===== config.mk =====
export PLATFORM = sky130hd
export DESIGN_NAME = battery_charge_state_tracker
export DESIGN_NICKNAME = d
export VERILOG_FILES = /design/src/rtl/core/bcst_pkg.sv /design/src/rtl/core/bcst_cfg.sv /design/src/rtl/core/bcst_core.sv /design/src/rtl/core/battery_charge_state_tracker.sv
export SDC_FILE = /design/constraint.sdc
export NUM_CORES = 1
export LEC_CHECK = 0
export BUFFER_PORTS_ARGS = -buffer_cell sky130_fd_sc_hd__buf_2
export CAP_MARGIN = 20
export CORE_UTILIZATION = 30
export DETAILED_ROUTE_END_ITERATION = 8
export GPL_ROUTABILITY_DRIVEN = 0
export PLACE_DENSITY = 0.42
export SETUP_SLACK_MARGIN = 0.4
export SLEW_MARGIN = 20
export SYNTH_ARGS = -nofsm -noshare
export SYNTH_HDL_FRONTEND = slang
export SYNTH_SLANG_ARGS = --single-unit

===== constraint.sdc =====
create_clock -name clk_i -period 6 [get_ports clk_i]
set_input_delay 0.9 -clock clk_i [delete_from_list [all_inputs] [get_ports clk_i]]
set_output_delay 0.9 -clock clk_i [all_outputs]
set_load 0.01 [all_outputs]

===== src/rtl/core/bcst_pkg.sv =====
// shared types, codes and helpers for the battery charge state tracker
`timescale 1ns / 1ps

package bcst_pkg;

  localparam int unsigned StateCodeBits = 3;
  localparam int unsigned CfgIdxBits    = 3;

  typedef logic [StateCodeBits-1:0] state_code_t;

  localparam state_code_t CodeNormal   = 3'd0;
  localparam state_code_t CodeWarning  = 3'd1;
  localparam state_code_t CodeEmpty    = 3'd2;
  localparam state_code_t CodeCharging = 3'd3;
  localparam state_code_t CodeFull     = 3'd4;

  typedef enum logic [4:0] {
    StNormal   = 5'b00001,
    StWarning  = 5'b00010,
    StEmpty    = 5'b00100,
    StCharging = 5'b01000,
    StFull     = 5'b10000
  } charge_state_e;

  typedef enum logic [CfgIdxBits-1:0] {
    CfgWarningLevel = 3'd0,
    CfgSafeLevel    = 3'd1,
    CfgFullLevel    = 3'd2,
    CfgMiddleLevel  = 3'd3,
    CfgEmptySeconds = 3'd4,
    CfgFullSeconds  = 3'd5,
    CfgStartLevel   = 3'd6
  } cfg_idx_e;

  function automatic state_code_t state_code(charge_state_e st);
    state_code_t code;
    unique case (st)
      StNormal:   code = CodeNormal;
      StWarning:  code = CodeWarning;
      StEmpty:    code = CodeEmpty;
      StCharging: code = CodeCharging;
      StFull:     code = CodeFull;
      default:    code = CodeNormal;
    endcase
    return code;
  endfunction

endpackage


===== src/rtl/core/bcst_cfg.sv =====
// configuration register file for the battery charge state tracker
`timescale 1ns / 1ps

module bcst_cfg #(
  parameter int unsigned LEVEL_BITS = 10,
  parameter int unsigned TIMER_BITS = 16,
  parameter int unsigned DATA_BITS  = 16
) (
  input  logic                           clk_i,
  input  logic                           rst_ni,
  input  logic                           cfg_we_i,
  input  logic [bcst_pkg::CfgIdxBits-1:0] cfg_idx_i,
  input  logic [DATA_BITS-1:0]           cfg_wdata_i,
  output logic [LEVEL_BITS-1:0]          warning_level_o,
  output logic [LEVEL_BITS-1:0]          safe_level_o,
  output logic [LEVEL_BITS-1:0]          full_level_o,
  output logic [LEVEL_BITS-1:0]          middle_level_o,
  output logic [TIMER_BITS-1:0]          empty_seconds_o,
  output logic [TIMER_BITS-1:0]          full_seconds_o,
  output logic [LEVEL_BITS-1:0]          start_level_o,
  output logic                           start_wr_o
);

  localparam logic [LEVEL_BITS-1:0] FullLevelRst = LEVEL_BITS'(1023);
  localparam logic [TIMER_BITS-1:0] SecondsRst   = TIMER_BITS'(60);

  logic [LEVEL_BITS-1:0] warning_level_q, safe_level_q, full_level_q;
  logic [LEVEL_BITS-1:0] middle_level_q, start_level_q;
  logic [TIMER_BITS-1:0] empty_seconds_q, full_seconds_q;
  logic [LEVEL_BITS-1:0] wr_level;
  logic [TIMER_BITS-1:0] wr_timer;

  assign wr_level = cfg_wdata_i[LEVEL_BITS-1:0];
  assign wr_timer = cfg_wdata_i[TIMER_BITS-1:0];

  always_ff @(posedge clk_i or negedge rst_ni) begin
    if (!rst_ni) begin
      warning_level_q <= '0;
      safe_level_q    <= '0;
      full_level_q    <= FullLevelRst;
      middle_level_q  <= '0;
      empty_seconds_q <= SecondsRst;
      full_seconds_q  <= SecondsRst;
      start_level_q   <= '0;
    end else if (cfg_we_i) begin
      unique case (bcst_pkg::cfg_idx_e'(cfg_idx_i))
        bcst_pkg::CfgWarningLevel: warning_level_q <= wr_level;
        bcst_pkg::CfgSafeLevel:    safe_level_q    <= wr_level;
        bcst_pkg::CfgFullLevel:    full_level_q    <= wr_level;
        bcst_pkg::CfgMiddleLevel:  middle_level_q  <= wr_level;
        bcst_pkg::CfgEmptySeconds: empty_seconds_q <= wr_timer;
        bcst_pkg::CfgFullSeconds:  full_seconds_q  <= wr_timer;
        bcst_pkg::CfgStartLevel:   start_level_q   <= wr_level;
        default: ;
      endcase
    end
  end

  assign start_wr_o      = cfg_we_i && (cfg_idx_i == bcst_pkg::CfgStartLevel);
  assign warning_level_o = warning_level_q;
  assign safe_level_o    = safe_level_q;
  assign full_level_o    = full_level_q;
  assign middle_level_o  = middle_level_q;
  assign empty_seconds_o = empty_seconds_q;
  assign full_seconds_o  = full_seconds_q;
  assign start_level_o   = start_level_q;

endmodule


===== src/rtl/core/bcst_core.sv =====
// charge state, second counters and health arming with their update logic
`timescale 1ns / 1ps

module bcst_core #(
  parameter int unsigned LEVEL_BITS = 10,
  parameter int unsigned TIMER_BITS = 16
) (
  input  logic                      clk_i,
  input  logic                      rst_ni,
  input  logic                      fire_i,
  input  logic                      second_elapsed_i,
  input  logic                      connected_i,
  input  logic [LEVEL_BITS-1:0]     battery_level_i,
  input  logic [LEVEL_BITS-1:0]     warning_level_i,
  input  logic [LEVEL_BITS-1:0]     safe_level_i,
  input  logic [LEVEL_BITS-1:0]     full_level_i,
  input  logic [LEVEL_BITS-1:0]     middle_level_i,
  input  logic [TIMER_BITS-1:0]     empty_seconds_i,
  input  logic [TIMER_BITS-1:0]     full_seconds_i,
  input  logic [LEVEL_BITS-1:0]     start_level_i,
  input  logic                      start_wr_i,
  output bcst_pkg::state_code_t     battery_state_o,
  output logic                      count_health_o
);

  localparam logic [TIMER_BITS-1:0] TimerMax = '1;

  bcst_pkg::charge_state_e state_q, state_d;
  logic [TIMER_BITS-1:0]   low_cnt_q, low_cnt_d;
  logic [TIMER_BITS-1:0]   full_cnt_q, full_cnt_d;
  logic                    armed_q, armed_d;
  logic                    health;

  always_comb begin
    logic [TIMER_BITS-1:0] fc;
    state_d    = state_q;
    low_cnt_d  = low_cnt_q;
    full_cnt_d = full_cnt_q;
    armed_d    = armed_q;
    health     = 1'b0;
    fc         = full_cnt_q;
    if (second_elapsed_i) begin
      if (!connected_i) begin
        state_d = (battery_level_i < warning_level_i) ? bcst_pkg::StWarning
                                                      : bcst_pkg::StNormal;
        if (battery_level_i < safe_level_i) begin
          low_cnt_d = (low_cnt_q < empty_seconds_i) ? low_cnt_q + 1'b1 : low_cnt_q;
          if (low_cnt_d >= empty_seconds_i) begin
            state_d = bcst_pkg::StEmpty;
          end
        end else begin
          low_cnt_d = '0;
        end
        full_cnt_d = '0;
      end else begin
        low_cnt_d = '0;
        if (state_q != bcst_pkg::StCharging && state_q != bcst_pkg::StFull) begin
          state_d = bcst_pkg::StCharging;
          fc      = '0;
        end
        if (state_d != bcst_pkg::StFull && battery_level_i > full_level_i) begin
          if (fc != TimerMax) begin
            fc = fc + 1'b1;
          end
          if (fc >= full_seconds_i) begin
            state_d = bcst_pkg::StFull;
            if (armed_q && start_level_i != '0 && start_level_i < middle_level_i) begin
              health  = 1'b1;
              armed_d = 1'b0;
            end
          end
        end
        full_cnt_d = fc;
      end
    end
  end

  always_ff @(posedge clk_i or negedge rst_ni) begin
    if (!rst_ni) begin
      state_q    <= bcst_pkg::StNormal;
      low_cnt_q  <= '0;
      full_cnt_q <= '0;
      armed_q    <= 1'b1;
    end else begin
      if (fire_i) begin
        state_q    <= state_d;
        low_cnt_q  <= low_cnt_d;
        full_cnt_q <= full_cnt_d;
      end
      if (start_wr_i) begin
        armed_q <= 1'b1;
      end else if (fire_i) begin
        armed_q <= armed_d;
      end
    end
  end

  assign battery_state_o = bcst_pkg::state_code(state_d);
  assign count_health_o  = health;

endmodule


===== src/rtl/core/battery_charge_state_tracker.sv =====
// top level of the battery charge state tracker
//
//   channel  direction  handshake               payload
//   in       input      in_valid_i / in_stall_o second_elapsed, connected, battery_level
//   out      output     out_valid_o / out_stall_i battery_state, count_health
//   cfg      input      cfg_we_i                cfg_idx_i, cfg_wdata_i
//
// one item per cycle sustained unless out_stall_i holds a valid result in the output register
// the input register feeds the state update, whose result lands in the output register
// reset clears both valid flags, the charge state, counters and loads register defaults
// out_stall_i holds the output register; the input register still takes one more item
// and in_stall_o rises only when both registers are full
`timescale 1ns / 1ps

module battery_charge_state_tracker #(
  parameter int unsigned LEVEL_BITS = 10,
  parameter int unsigned TIMER_BITS = 16
) (
  input  logic                            clk_i,
  input  logic                            rst_ni,
  input  logic                            in_valid_i,
  output logic                            in_stall_o,
  input  logic                            second_elapsed_i,
  input  logic                            connected_i,
  input  logic [LEVEL_BITS-1:0]           battery_level_i,
  output logic                            out_valid_o,
  input  logic                            out_stall_i,
  output logic [bcst_pkg::StateCodeBits-1:0] battery_state_o,
  output logic                            count_health_o,
  input  logic                            cfg_we_i,
  input  logic [bcst_pkg::CfgIdxBits-1:0] cfg_idx_i,
  input  logic [((LEVEL_BITS > TIMER_BITS) ? LEVEL_BITS : TIMER_BITS)-1:0] cfg_wdata_i
);

  localparam int unsigned DataBits = (LEVEL_BITS > TIMER_BITS) ? LEVEL_BITS : TIMER_BITS;

  logic                  in_valid_q;
  logic                  tick_q, conn_q;
  logic [LEVEL_BITS-1:0] level_q;
  logic                  out_valid_q;
  bcst_pkg::state_code_t state_out_q;
  logic                  health_out_q;
  logic                  out_free, in_take, fire;

  logic [LEVEL_BITS-1:0] warning_level, safe_level, full_level, middle_level, start_level;
  logic [TIMER_BITS-1:0] empty_seconds, full_seconds;
  logic                  start_wr;
  bcst_pkg::state_code_t state_code;
  logic                  health;

  assign out_free   = !out_valid_q || !out_stall_i;
  assign fire       = in_valid_q && out_free;
  assign in_stall_o = in_valid_q && !out_free;
  assign in_take    = in_valid_i && !in_stall_o;

  always_ff @(posedge clk_i or negedge rst_ni) begin
    if (!rst_ni) begin
      in_valid_q  <= 1'b0;
      out_valid_q <= 1'b0;
    end else begin
      if (in_take) begin
        in_valid_q <= 1'b1;
      end else if (fire) begin
        in_valid_q <= 1'b0;
      end
      if (fire) begin
        out_valid_q <= 1'b1;
      end else if (!out_stall_i) begin
        out_valid_q <= 1'b0;
      end
    end
  end

  always_ff @(posedge clk_i) begin
    if (in_take) begin
      tick_q  <= second_elapsed_i;
      conn_q  <= connected_i;
      level_q <= battery_level_i;
    end
    if (fire) begin
      state_out_q  <= state_code;
      health_out_q <= health;
    end
  end

  bcst_cfg #(
    .LEVEL_BITS(LEVEL_BITS),
    .TIMER_BITS(TIMER_BITS),
    .DATA_BITS (DataBits)
  ) u_cfg (
    .clk_i          (clk_i),
    .rst_ni         (rst_ni),
    .cfg_we_i       (cfg_we_i),
    .cfg_idx_i      (cfg_idx_i),
    .cfg_wdata_i    (cfg_wdata_i),
    .warning_level_o(warning_level),
    .safe_level_o   (safe_level),
    .full_level_o   (full_level),
    .middle_level_o (middle_level),
    .empty_seconds_o(empty_seconds),
    .full_seconds_o (full_seconds),
    .start_level_o  (start_level),
    .start_wr_o     (start_wr)
  );

  bcst_core #(
    .LEVEL_BITS(LEVEL_BITS),
    .TIMER_BITS(TIMER_BITS)
  ) u_core (
    .clk_i           (clk_i),
    .rst_ni          (rst_ni),
    .fire_i          (fire),
    .second_elapsed_i(tick_q),
    .connected_i     (conn_q),
    .battery_level_i (level_q),
    .warning_level_i (warning_level),
    .safe_level_i    (safe_level),
    .full_level_i    (full_level),
    .middle_level_i  (middle_level),
    .empty_seconds_i (empty_seconds),
    .full_seconds_i  (full_seconds),
    .start_level_i   (start_level),
    .start_wr_i      (start_wr),
    .battery_state_o (state_code),
    .count_health_o  (health)
  );

  assign out_valid_o     = out_valid_q;
  assign battery_state_o = state_out_q;
  assign count_health_o  = health_out_q;

endmodule


Yosys cells after proc, flatten, opt, wreduce, memory -nomap -nowiden --
Index checks and enable logic that the tools add are counted.
Storage, ports and cells: logic and storage cells 109, input bits 36, output and inout port bits 6, bits in registers 138
Cells by class: reduce and logical (&&, ||, !) cells 32, eq/ne operators 15, add/sub/neg operators 2, $lt $le $gt $ge 7, mux-type cells 35
Operators with widths (count):
- $mux 16 | 12
- $mux 5 | 9
- $add 16x1->16 const B | 2
- $ge 16x16->1 | 2
- $lt 10x10->1 | 3
- $lt 16x16->1 | 1
- $ne 16x16->1 const B | 1
- $reduce_and 2->1 | 8
- $reduce_bool 2->1 | 7
- $mux 1 | 12
- $pmux 3 s4 | 1
- $gt 10x10->1 | 1
- $ne 5x5->1 const B | 2
- $reduce_bool 10->1 | 1
- $eq 3x3->1 const B | 3
- $logic_and 1x1->1 | 8
- $eq 3x2->1 const B | 2
- $reduce_and 6->1 | 1
- $eq 5x2->1 const B | 1
- $eq 5x3->1 const B | 1
- $eq 5x4->1 const B | 1
- $eq 5x5->1 const B | 1
- $ne 5x4->1 const B | 1
- $logic_not 1->1 | 4
- other kinds (6) | 6

Logic depth before layout (Yosys ltp) --
Gate-level depths: netlist (run 1).
word-level depth 17, gate-level depth with buffers 20, depth with buffers taken out 19

By module --
A second synthesis (run 1) with hierarchy kept.
Unflattened totals: cell total of the unflattened synthesis 836, area, all modules 8797.2 um2
Modules (own cells, without submodules):
- bcst_core | area each 5036.1 um2, sequential area each 953.4 um2, times used 1, cells an instance 632
- bcst_cfg | area each 3188.1 um2, sequential area each 2074.5 um2, times used 1, cells an instance 180
- battery_charge_state_tracker | area each 573.0 um2, sequential area each 530.5 um2, times used 1, cells an instance 24

Least setup slack after synthesis (run 1) --
Ideal clock, no wire load.
kind flip-flop to flip-flop, from register u_core.state_q[1], to register state_out_q[1], in the netlist battery_state_o[1], data pin, period minus slack after synthesis 4.112 ns, path buffers 1, slack 1.888 ns, required time 5.731 ns, arrival 3.843 ns, stages on the path, launching flop included 20, path through dfrtp_1 > nor3_2 > and2_0 > nand2_1 > inv_1 > ha_1 > and3_1 > nand2_1 > or4_1 > buf_2 > and4_1 > xnor2_1 > ha_1 > nand2_1 > nor4_1 > a32oi_1 > a211oi_1 > nor2b_1 > o22ai_1 > nor4_1
On the way: word-level cells in the longest chain between the ends 17, elaborated cells on any way between the ends 27, classes of those cells add/sub: 1; order compare: 1; eq/ne: 8; mux: 15; reduce/logical: 2
Ends and longest elaborated chain:
- start, declared | RTL line bcst_core.sv:28 | bcst_pkg::charge_state_e state_q, state_d;
- start signal, assigned | RTL line bcst_core.sv:80 | state_q <= bcst_pkg::StNormal;
- start signal, assigned | RTL line bcst_core.sv:86 | state_q <= state_d;
- $ne 5x4->1 or $ne 5x5->1 (tied branches) | RTL line bcst_core.sv:57 | if (state_q != bcst_pkg::StCharging && state_q != bcst_pkg::StFull) begin
- $logic_and 1x1->1 | RTL line bcst_core.sv:57
- $mux 16 | RTL line bcst_core.sv:57
- $mux 16 | RTL line bcst_core.sv:43 | if (!connected_i) begin
- $mux 16 | RTL line bcst_core.sv:42 | if (second_elapsed_i) begin
- $add 16x1->16 or $ne 16x16->1 (tied branches) | RTL line bcst_core.sv:63, bcst_core.sv:62
- $mux 16 | RTL line bcst_core.sv:62 | if (fc != TimerMax) begin
- $mux 16 | RTL line bcst_core.sv:61 | if (state_d != bcst_pkg::StFull && battery_level_i > full_level_i) begin
- [2 not listed]
- $ge 16x16->1 | RTL line bcst_core.sv:65 | if (fc >= full_seconds_i) begin
- $mux 5 | RTL line bcst_core.sv:65
- $mux 5 | RTL line bcst_core.sv:61
- $mux 5 | RTL line bcst_core.sv:43
- $mux 5 (*) | RTL line bcst_core.sv:42
- $eq 5x5->1, or another cell as far along | RTL line bcst_pkg.sv:37 | unique case (st)
- $pmux 3 s4 (*) | RTL line bcst_pkg.sv:37
- named net state_code[1] | RTL line battery_charge_state_tracker.sv:48 | bcst_pkg::state_code_t state_code;
- end signal, assigned | RTL line battery_charge_state_tracker.sv:81 | state_out_q <= state_code;
- end, declared | RTL line battery_charge_state_tracker.sv:41 | bcst_pkg::state_code_t state_out_q;
Mark *: on every way through the listed nets, which the timed path passes. The rest lies on a longest branch. The select of a mux whose other input is x is not followed. A chain may end at the register's enable or synchronous reset.

Worst setup path after layout (run 1) --
Same ends and word-level chain as after synthesis.

==> metrics, run 1 <==
fmax 0.206 GHz; Max-slew headroom 34.0%; Clock Path Buffers 2; most common cell after layout, fill and taps aside nand2_1; endpoints failing hold 0; CTS tree yes; Syn Nets 986; initial antenna violation count 0; Top Family by Delay on Critical Path simple AND/OR/NAND/NOR gates; vias in the first global route 6188; Total GRT Usage 16.1%; status finished, final reports clean; DR WL/cell 17.1 um; Vias per Instance 4.86; post-CTS setup buffer count 0; CTS Root Cell clkbuf_16; number of synthesized flops with an enable pin 16; largest net degree at the start of global routing 94; Max FO, Critical Path 14; placed cell areas 0.00905 mm^2; number of diodes 0; Worst Path Required 6.16 ns; Final Cycle Share 80.8%; setup TNS 0 ns; WL final 22000 um; Worst-path clk slew 0.06 ns; gr ovfl total 0; DR pass1 iterations 4; Setup Viol. Count Final 0; synth unique cells 70; register area share after synthesis 42.3%; num ports 42; Worst-Skew Late Latency 0.42 ns; Inserted Clock Buffers 17; number of synthesis warnings 0; RSZ-0062 raised after global routing no; fillcell total 2794; Std-Cell Rows 60; Mapped Area 0.00841 mm^2; Reg area 0.00356 mm^2; Remaining DRCs 0; first-pass GRT wire length 35200 um; Main synth FF type dfrtp_1; post-CTS sizing 0; Worst VDD drop 0.150 mV; via count of the routed design 6261; Buf+Inv Stages, Crit Path 2; die width 169 um; critical path, cell by cell nor3_2 > and2_0 > buf_4 > nand2_1 > inv_1 > ha_1 > and3_1 > nand2_1 > or4_1 > and4_1 > xnor2_1 > ha_1 > nand2_1 > nor4_1 > a32oi_1 > a211oi_1 > nor2b_1 > o22ai_1 > nor4_1; # H-tree levels 4; Nets 1026; Hold Path Class reg -> reg; cells after synthesis 864; leakage 0.00426 uW; Port Buffers 41; 1st-iter DRT viols 270; critical path's slowest cell or4_1; core area 0.0273 mm^2; Pwr Total 3290 uW; clock sink total 138; Die Area 0.0287 mm^2; Final Non-Filler Cells 1289; layout cells sized above 1 17.4%; Post-CTS Hold Fix Bufs 0; clk_skew 0.0105 ns; Critical Path End Type flop; Layout area overhead 14.0%; Final Cell Area 0.00959 mm^2; fin. max-slew vios 0; critical path's largest stage delay 0.54 ns; asr flop ratio synth 88.4%; WS Path Type reg -> reg; PwrDens 343 mW/mm^2; Initial Util 30.9%; antenna viol nets, final 0; most frequent cells in the layout nand2_1 (103), dfrtp_1 (102), inv_1 (89), ha_1 (86), o21ai_0 (66); worst slew pin tran 0.985 ns; Die Ht 169 um; multi-input logic area 0.00442 mm^2; cell mode on critical path nand2_1; Final min period 4.85 ns; Placed Cells 1257; placed wire-length estimate 16000 um; syn avg cell area 9.73 um^2; worst path arrival time 5.00 ns; flops & latches, synth 138; Worst Setup Start Kind flop; max-cap viol count 0; R2R Setup Slk 1.15 ns
[logic make-up (layout without fill, tap and decap cells)]
family,after synthesis,in the layout,share of synthesized area (%)
and+or+nand+nor,264,264,15.8
buffers and inverters,117,170,5.30
muxes,43,43,5.80
adders and majority gates,86,86,12.8
xor gates and xnor gates,27,27,2.90
DFF,138,138,42.3
AOI/OAI and AO/OA,189,189,15.1
[worst reg2reg max path, delay by kind of cell, from the launching register on]
kind / cells / cell delay, ns
buf+inv: 2 / 0.29
xor+xnor: 1 / 0.15
simple gates: 11 / 2.36
compound gates: 3 / 0.89
fa+ha+maj: 2 / 0.48
flops: 1 / 0.41
[cell type report]
type | instances | area share [%]
Clock buffer | 19 | 4.62
Clock inverter | 13 | 0.991
Inverter | 89 | 3.48
Multi-Input combinational cell | 609 | 46.1
Sequential cell | 138 | 37.1
Tap cell | 372 | 4.85
Timing Repair Buffer | 49 | 2.83
[per-layer routing]
metal | GRT usage, % | wire length, um
met1 | 23.1 | 11200
met2 | 25.2 | 10100
met3 | 2.92 | 601
met4 | 3.56 | 161
met5 | 0 | 0
[worst paths after layout]
kind | start | endpoint | cells after the start
max in group asynchronous | rst_ni | u_cfg.full_seconds_o[2] | 2
min reg2reg | u_core.armed_q | u_core.armed_q | 2
max reg2reg | u_core.state_q[1] | battery_state_o[1] | 19
min in group asynchronous | rst_ni | u_cfg.middle_level_o[5] | 1
min | u_core.armed_q | u_core.armed_q | 2
max | u_core.state_q[1] | battery_state_o[1] | 19
[synthesized netlist by cell type, drive strengths merged, types with 7 or more instances]
cell type  number  area share [%]
dfrtp         102              30
buf             7            0.37
ha             86              13
nand2         104             4.7
mux2           43             5.8
o21ai          71             4.3
nand3          27             1.6
a211oi          8            0.98
nand4          17             1.3
and3            7            0.52
xor2           15             1.7
nor3           17             1.1
or3             8            0.65
xnor2          12             1.2
o211ai          7            0.62
a21oi          31             1.8
or4             8            0.76
a22o           10             1.0
inv            89             4.0
clkbuf         21            0.95
o22ai           9            0.67
edfxtp         16             5.7
dfstp          20             6.2
nor2           28             1.2
nand2b         15             1.1
a21o           11            0.98
[stage by stage]
stage / hold slack, ns / util (%) / worst slack [ns]
finish: 0.493 / 35.2 / 1.15
global route: 0.519 / 35.2 / 0.788
CTS: 0.490 / 35.2 / 1.20
detailed placement: 0.480 / 33.2 / 1.24
global placement: 0.476 / 33.2 / 1.37
floorplan: 0.453 / - / 1.89
[sequential cells by signal, indices dropped and copies added, names as in the netlist]
signal,flops
battery_state_o,3
conn_q,1
count_health_o,1
in_valid_q,1
level_q,10
out_valid_o,1
tick_q,1
u_cfg.empty_seconds_o,16
u_cfg.full_level_o,10
u_cfg.full_seconds_o,16
u_cfg.middle_level_o,10
u_cfg.safe_level_o,10
u_cfg.start_level_o,10
u_cfg.warning_level_o,10
u_core.armed_q,1
u_core.full_cnt_q,16
u_core.low_cnt_q,16
u_core.state_q,5
[power by group]
group / internal, uW / switching (uW)
clock network: 542 / 440
logic: 434 / 575
registers: 1150 / 151
Power figures use the tool's default switching activity.
==> run 2: changes to the inputs <==
--- a/config.mk
+++ b/config.mk
@@ -5,12 +5,13 @@
 export SDC_FILE = /design/constraint.sdc
 export NUM_CORES = 1
 export LEC_CHECK = 0
+export ABC_AREA = 1
 export BUFFER_PORTS_ARGS = -buffer_cell sky130_fd_sc_hd__buf_2
 export CAP_MARGIN = 20
 export CORE_UTILIZATION = 30
 export DETAILED_ROUTE_END_ITERATION = 8
 export GPL_ROUTABILITY_DRIVEN = 0
-export PLACE_DENSITY = 0.42
+export PLACE_DENSITY = 0.43
 export SETUP_SLACK_MARGIN = 0.4
 export SLEW_MARGIN = 20
 export SYNTH_ARGS = -nofsm -noshare
==> constraint.sdc (replaced) <==
create_clock -name clk_i -period 3.9 [get_ports clk_i]
set_input_delay 0.585 -clock clk_i [delete_from_list [all_inputs] [get_ports clk_i]]
set_output_delay 0.585 -clock clk_i [all_outputs]
set_load 0.01 [all_outputs]
==> run 2 against run 1 <==
Effect of this change: the run now ends with DRC left; cell area grew 11%; final cell count is 25% higher; clock skew rose by 0.0039 ns; sequential cell count stayed put; die area up 4.0%; register-to-register slack got worse by 0.67 ns; non-clock buffer count up 24; sequential power up 54%; fmax up 42%; sequential share of layout area fell by 3.8 points; synthesized cell count rose by 33%; hold slack worse by 0.27 ns; critical endpoint is now battery_state_o[0]; highest routed layer unchanged.
==> metrics, run 2 <==
flops & latches, synth 138 (unchanged); Port Buffers 41 (unchanged); Worst-path clk slew 0.07 ns (was 0.06 ns); RSZ-0062 raised after global routing yes (was no); # H-tree levels 4 (unchanged); fillcell total 3074 (was 2794); Nets 1337 (was 1026); worst slew pin tran 1.02 ns (was 0.985 ns); Worst VDD drop 0.336 mV (was 0.150 mV); Post-CTS Hold Fix Bufs 0 (unchanged); vias in the first global route 7242 (was 6188); top cell type by total area after synthesis dfrtp_1 (unchanged); Total GRT Usage 16.3% (was 16.1%); Clock Path Buffers 2 (unchanged); Reg-to-Reg Start u_core.state_q[1] (unchanged); asr flop ratio synth 88.4% (unchanged); Critical Path End Type flop (unchanged); Worst Path Required 4.09 ns (was 6.16 ns); worst path arrival time 3.61 ns (was 5.00 ns); clock sink total 138 (unchanged); syn avg cell area 7.59 um^2 (was 9.73 um^2); antenna viol nets, final 0 (unchanged); critical path's largest stage delay 0.41 ns (was 0.54 ns); Final Cycle Share 87.6% (was 80.8%); Inserted Clock Buffers 17 (unchanged); WS Path Type reg -> reg (unchanged); Setup Viol. Count Final 0 (unchanged); DR pass1 iterations 6 (was 4); die width 173 um (was 169 um); Worst Setup Start Kind flop (unchanged); core area 0.0287 mm^2 (was 0.0273 mm^2); first-pass GRT wire length 38300 um (was 35200 um); number of synthesis warnings 0 (unchanged); R2R Path End battery_state_o[0] (was battery_state_o[1]); Layout area overhead 22.1% (was 14.0%); initial antenna violation count 0 (unchanged); Top Family by Delay on Critical Path simple AND/OR/NAND/NOR gates (unchanged); most frequent cells in the layout nand2_1 (310), inv_1 (176), o21ai_0 (101), dfrtp_1 (101), ha_1 (75) (was nand2_1 (103), dfrtp_1 (102), inv_1 (89), ha_1 (86), o21ai_0 (66)); Final min period 3.42 ns (was 4.85 ns); Core Util, Final 37.2% (was 35.2%); cell mode on critical path nand2_4 (was nand2_1); synth unique cells 38 (was 70); Die Area 0.0299 mm^2 (was 0.0287 mm^2); endpoints failing hold 0 (unchanged); Syn Nets 1275 (was 986); cell depth of the worst flop-to-flop path 22 (was 19); gr ovfl total 0 (unchanged); CTS Root Cell clkbuf_16 (unchanged); Vias per Instance 4.54 (was 4.86); largest cells by area after synthesis dfrtp_1 (29%), nand2_1 (14%), ha_1 (12%), inv_1 (7.8%), dfstp_2 (6.0%) (was dfrtp_1 (30%), ha_1 (13%), dfstp_2 (6.2%), edfxtp_1 (5.7%), mux2_2 (5.6%)); fmax 0.293 GHz (was 0.206 GHz); 1st-iter DRT viols 359 (was 270); cells after synthesis 1153 (was 864); failing checks DRC; WL final 23400 um (was 22000 um); Max FO, Critical Path 8 (was 14); DR WL/cell 14.5 um (was 17.1 um); Std-Cell Rows 62 (was 60); clk_skew 0.0143 ns (was 0.0105 ns); Initial Util 30.5% (was 30.9%); Mapped Area 0.00875 mm^2 (was 0.00841 mm^2); Main synth FF type dfrtp_1 (unchanged); number of diodes 0 (unchanged); R2R Setup Slk 0.48 ns (was 1.15 ns); max-cap viol count 0 (unchanged); Synth top cells by count nand2_1 (335), inv_1 (181), o21ai_0 (104), dfrtp_1 (102), ha_1 (86) (was nand2_1 (103), dfrtp_1 (102), inv_1 (89), ha_1 (86), o21ai_0 (66)); most common cell after layout, fill and taps aside nand2_1 (unchanged); critical path, cell by cell nor3_4 > nand2_4 > buf_6 > nor2_4 > nand2_4 > nor3_4 > nand3_4 > buf_6 > nand2_2 > ha_4 > nand2_1 > inv_1 > o21bai_1 > nand2_1 > a21oi_2 > nand3_2 > nand2_4 > nand2_4 > nand2_4 > nor2_4 > nand3_1 > nand2_1 (was nor3_2 > and2_0 > buf_4 > nand2_1 > inv_1 > ha_1 > and3_1 > nand2_1 > or4_1 > and4_1 > xnor2_1 > ha_1 > nand2_1 > nor4_1 > a32oi_1 > a211oi_1 > nor2b_1 > o22ai_1 > nor4_1); PwrDens 558 mW/mm^2 (was 343 mW/mm^2); num ports 42 (unchanged); Max-slew headroom 32.0% (was 34.0%); Worst-Skew Late Latency 0.43 ns (was 0.42 ns); CTS tree yes (unchanged); leakage 0.00540 uW (was 0.00426 uW); layout cells sized above 1 18.2% (was 17.4%); placed wire-length estimate 16400 um (was 16000 um); Buf+Inv Stages, Crit Path 3 (was 2); number of synthesized flops with an enable pin 16 (unchanged); via count of the routed design 7322 (was 6261); share of the synthesized area in the top cell type 29.2% (was 30.3%); status complete, but fails checks (was finished, final reports clean); register area share after synthesis 40.7% (was 42.3%); largest net degree at the start of global routing 55 (was 94); Remaining DRCs 1 (was 0); fin. max-slew vios 0 (unchanged); Hold Path Class in -> async (was reg -> reg); Die Ht 173 um (was 169 um); setup TNS 0 ns (unchanged); count leader, synth nand2_1 (unchanged); critical path's slowest cell dfrtp_1 (was or4_1)
run 2: changes by cell type in the layout (fill, tap and decap cells not counted), moves of 18 or more:
cell     before  now
mux2_2       42    0
o21ai_0      66  101
inv_1        89  176
nand2_2       1   19
nand2_1     103  310
nand3_1      27   47
nor2_1       27   66
run 2: cells by family (layout without fill, tap and decap cells):
family / Yosys count / count (layout) / synth area share (%)
AND/OR/NAND/NOR: 523 / 523 / 25.1
buffers and inverters: 212 / 287 / 9.31
AO/OA/AOI/OAI: 172 / 172 / 10.4
flip-flops: 138 / 138 / 40.7
adder cells (fa/ha/maj): 86 / 86 / 12.3
XOR/XNOR: 22 / 22 / 2.20
run 2: final cells by class:
cell class                 count  area, um^2  area share (%)
clock buffer                  21         450            4.21
clock inverter                11         111            1.04
inverter                     182         683            6.39
multi-input combinational    803        4890            45.7
sequential                   138        3560            33.3
tap                          384         480            4.49
timing repair buffer          73         518            4.85
run 2: through the flow:
step | instance area [um^2] | setup slack, ns | hold WS, ns | power [uW] | cells
after CTS | 10200 | 0.430 | 0.245 | 5800 | 1603
after global routing | 10700 | 0.295 | 0.275 | 6490 | 1612
after global placement | 9400 | 0.220 | 0.464 | 3970 | 1560
final | 10700 | 0.484 | 0.222 | 5970 | 1612
after floorplan | 8750 | 0.600 | 0.289 | 3410 | 1153
after detailed placement | 9400 | 0.0983 | 0.465 | 3980 | 1560
run 2: power by group:
group          switching, uW  total, uW  internal (uW)
combinational           1420       2380            962
sequential               230       2000           1770
clock                    684       1590            904
run 2: worst reg2reg max path, delay by kind of cell, from the launching register on:
kind / cells / cell delay (ns)
AND/OR/NAND/NOR: 16 / 1.89
flip-flops: 1 / 0.41
buffers and inverters: 3 / 0.37
AO/OA/AOI/OAI: 2 / 0.31
adder cells (fa/ha/maj): 1 / 0.20
run 2: worst max path at each step:
stage / endpoint / cells past startpoint / slack [ns] / startpoint
finish: battery_state_o[0] / 22 / 0.48 / u_core.state_q[1]
global route: battery_state_o[1] / 22 / 0.29 / u_core.state_q[1]
CTS: battery_state_o[1] / 24 / 0.43 / u_core.state_q[1]
detailed placement: battery_state_o[0] / 21 / 0.1 / u_core.state_q[1]
global placement: battery_state_o[0] / 26 / 0.22 / u_core.state_q[1]
floorplan: battery_state_o[1] / 28 / 0.60 / u_core.state_q[1]
run 2: metal layers:
metal,GRT usage (%),wire [um],part of all wire [%]
met1,22.6,11900,51
met2,26.3,10800,46
met3,2.97,584,2.5
met4,3.87,151,0.65
met5,0,0,0
run 2: what timing repair did:
item                       4_1_cts  5_1_grt
pin swaps                       14       32
buffers inserted                 9        9
cloned                           2        0
setup endpoints to repair        6        7
resized for setup               38       87
==> run 3: changes to the inputs <==
--- a/config.mk
+++ b/config.mk
@@ -9,9 +9,10 @@
 export BUFFER_PORTS_ARGS = -buffer_cell sky130_fd_sc_hd__buf_2
 export CAP_MARGIN = 20
 export CORE_UTILIZATION = 30
+export CTS_CLUSTER_SIZE = 10
 export DETAILED_ROUTE_END_ITERATION = 8
 export GPL_ROUTABILITY_DRIVEN = 0
-export PLACE_DENSITY = 0.43
+export PLACE_DENSITY = 0.56
 export SETUP_SLACK_MARGIN = 0.4
 export SLEW_MARGIN = 20
 export SYNTH_ARGS = -nofsm -noshare
==> run 3 against run 2 <==
Effect of this change: the run now ends clean; sequential share of layout area about the same; register-to-register slack about the same; clock power up 14%; final cell count is 0.25% lower; sequential power about the same; wire length fell by 4.9%; total power grew 1.9%; first-iteration DRC count up 38%; via count is 1.4% higher; non-clock buffer count fell by 4; largest cell class unchanged.
==> metrics, run 3 (synthesized netlist as in run 2, its figures left out) <==
status finished, final reports clean (was complete, but fails checks); met2 Resource Use GR 23.6% (was 26.3%); Critical Path End Type flop (unchanged); Hold Path Class in -> async (unchanged); Reg-to-Reg Start u_core.state_q[1] (unchanged); RSZ-0062 raised after global routing yes (unchanged); critical path launch point u_core.state_q[1] (unchanged); Total GRT Usage 15.2% (was 16.3%); worst path arrival time 3.62 ns (was 3.61 ns); met1 usage 21.8% (was 22.6%); R2R Path End battery_state_o[1] (was battery_state_o[0]); antenna viol nets, final 0 (unchanged); Worst Setup Start Kind flop (unchanged); core area 0.0287 mm^2 (unchanged); Nets 1333 (was 1337); Die Area 0.0299 mm^2 (unchanged); # H-tree levels 4 (unchanged); Max-slew headroom 32.7% (was 32.0%); Remaining DRCs 0 (was 1); endpoints failing hold 0 (unchanged); fmax 0.292 GHz (was 0.293 GHz); Vias per Instance 4.62 (was 4.54); num ports 42 (unchanged); Final Cell Area 0.0107 mm^2 (about the same); CTS tree yes (unchanged); DR pass1 iterations 5 (was 6); Hold WS 0.212 ns (was 0.222 ns); largest net degree at the start of global routing 59 (was 55); Final min period 3.43 ns (was 3.42 ns); 1st-iter DRT viols 494 (was 359); vias in the first global route 7188 (was 7242); placed wire-length estimate 16000 um (was 16400 um); fin worst setup slack 0.472 ns (was 0.484 ns); fin. max-slew vios 0 (unchanged); leakage 0.00536 uW (was 0.00540 uW); Std-Cell Rows 62 (unchanged); WS Path Type reg -> reg (unchanged); Pwr Total 6080 uW (was 5970 uW); clk_skew 0.0123 ns (was 0.0143 ns); met3 usage 2.22% (was 2.97%); most common cell after layout, fill and taps aside nand2_1 (unchanged); initial antenna violation count 0 (unchanged); die width 173 um (unchanged); worst slack, placed 0.164 ns (was 0.0983 ns); Port Buffers 41 (unchanged); worst slew pin tran 1.01 ns (was 1.02 ns); via count of the routed design 7428 (was 7322); Setup Viol. Count Final 0 (unchanged); Worst-Skew Late Latency 0.43 ns (about the same); layout cells sized above 1 18.1% (was 18.2%); gr ovfl total 0 (unchanged); Die Ht 173 um (unchanged); Layout area overhead 22.0% (was 22.1%); DR WL/cell 13.8 um (was 14.5 um); Worst VDD drop 0.273 mV (was 0.336 mV); Max FO, Critical Path 5 (was 8); PwrDens 569 mW/mm^2 (was 558 mW/mm^2); number of diodes 0 (unchanged); WL final 22200 um (was 23400 um); Initial Util 30.5% (unchanged); cell depth of the worst flop-to-flop path 22 (unchanged); setup TNS 0 ns (unchanged); first-pass GRT wire length 36200 um (was 38300 um); most frequent cells in the layout nand2_1 (307), inv_1 (177), o21ai_0 (102), dfrtp_1 (101), ha_1 (75) (was nand2_1 (310), inv_1 (176), o21ai_0 (101), dfrtp_1 (101), ha_1 (75)); max-cap viol count 0 (unchanged); Final Cycle Share 87.9% (was 87.6%); GRT busiest layer met2 (unchanged); Worst-path clk slew 0.06 ns (was 0.07 ns); R2R Setup Slk 0.47 ns (was 0.48 ns); clock sink total 138 (unchanged); Inserted Clock Buffers 17 (unchanged); Post-CTS Hold Fix Bufs 0 (unchanged); Clock Path Buffers 2 (unchanged); placed cell areas 0.00941 mm^2 (was 0.00940 mm^2); CTS Root Cell clkbuf_16 (unchanged); Worst Path Required 4.09 ns (about the same)
## run 3: changes by cell type in the layout (fill, tap and decap cells not counted), sizes merged
cell / previous run / this run
buf: 72 / 69
bufbuf: 1 / 0
bufinv: 1 / 4
inv: 186 / 190
clkbuf: 21 / 17
clkinv: 4 / 1
## run 3: final cells by class
cell class                 instances  area, um^2
clock buffer                      17         425
inverter                         182         683
multi-input combinational        803        4840
clock inverter                    15         224
sequential                       138        3560
tap                              384         480
timing repair buffer              69         470
fill                            2998       18000
## run 3: metrics by stage
stage               util [%]  cells
floorplan                  -   1153
global placement        32.8   1561
detailed placement      32.8   1561
CTS                     35.3   1596
global route            37.2   1608
finish                  37.2   1608
## run 3: power by group
part	leakage, uW	internal, uW	switching [uW]
registers	0.00168	1770	220
logic	0.00336	887	1400
clock network	0.000313	1100	710
## run 3: worst max-delay path by stage
stage / to / slack [ns] / cells past startpoint
finish: battery_state_o[1] / 0.47 / 22
detailed placement: battery_state_o[1] / 0.16 / 25
floorplan: battery_state_o[1] / 0.60 / 28
CTS: battery_state_o[1] / 0.40 / 27
global route: battery_state_o[0] / 0.21 / 20
global placement: battery_state_o[1] / 0.24 / 25
## run 3: worst max-delay path, stage by stage (launching register included)
cell     delay (ns)
dfrtp_1        0.39
nor3_2         0.23
nand2_4        0.13
nor2_4         0.18
ha_4           0.17
nand3_4        0.09
nor2_4         0.17
buf_6          0.12
nand2_1        0.07
xor2_1         0.21
nand2_2        0.09
ha_4           0.27
nand4_1        0.13
nor3_4         0.24
nand3_1        0.11
nand3_2        0.09
nand2_4        0.07
nand2_2        0.11
nand2_2        0.07
nor2_4         0.12
inv_2          0.04
nand2_1        0.05
nor2_1         0.03
## run 3: repair_timing
action | in CTS | in global routing
pin swaps | 4 | 42
resized for setup | 13 | 107
setup buffers | 3 | 12
setup endpoints to repair | 5 | 8
## run 3: metal layers
metal | vias up | routed length, um
met5 | - | 0
met4 | 0 | 289
met3 | 21 | 807
met2 | 143 | 9870
met1 | 3475 | 11200
li1 | 3789 | -
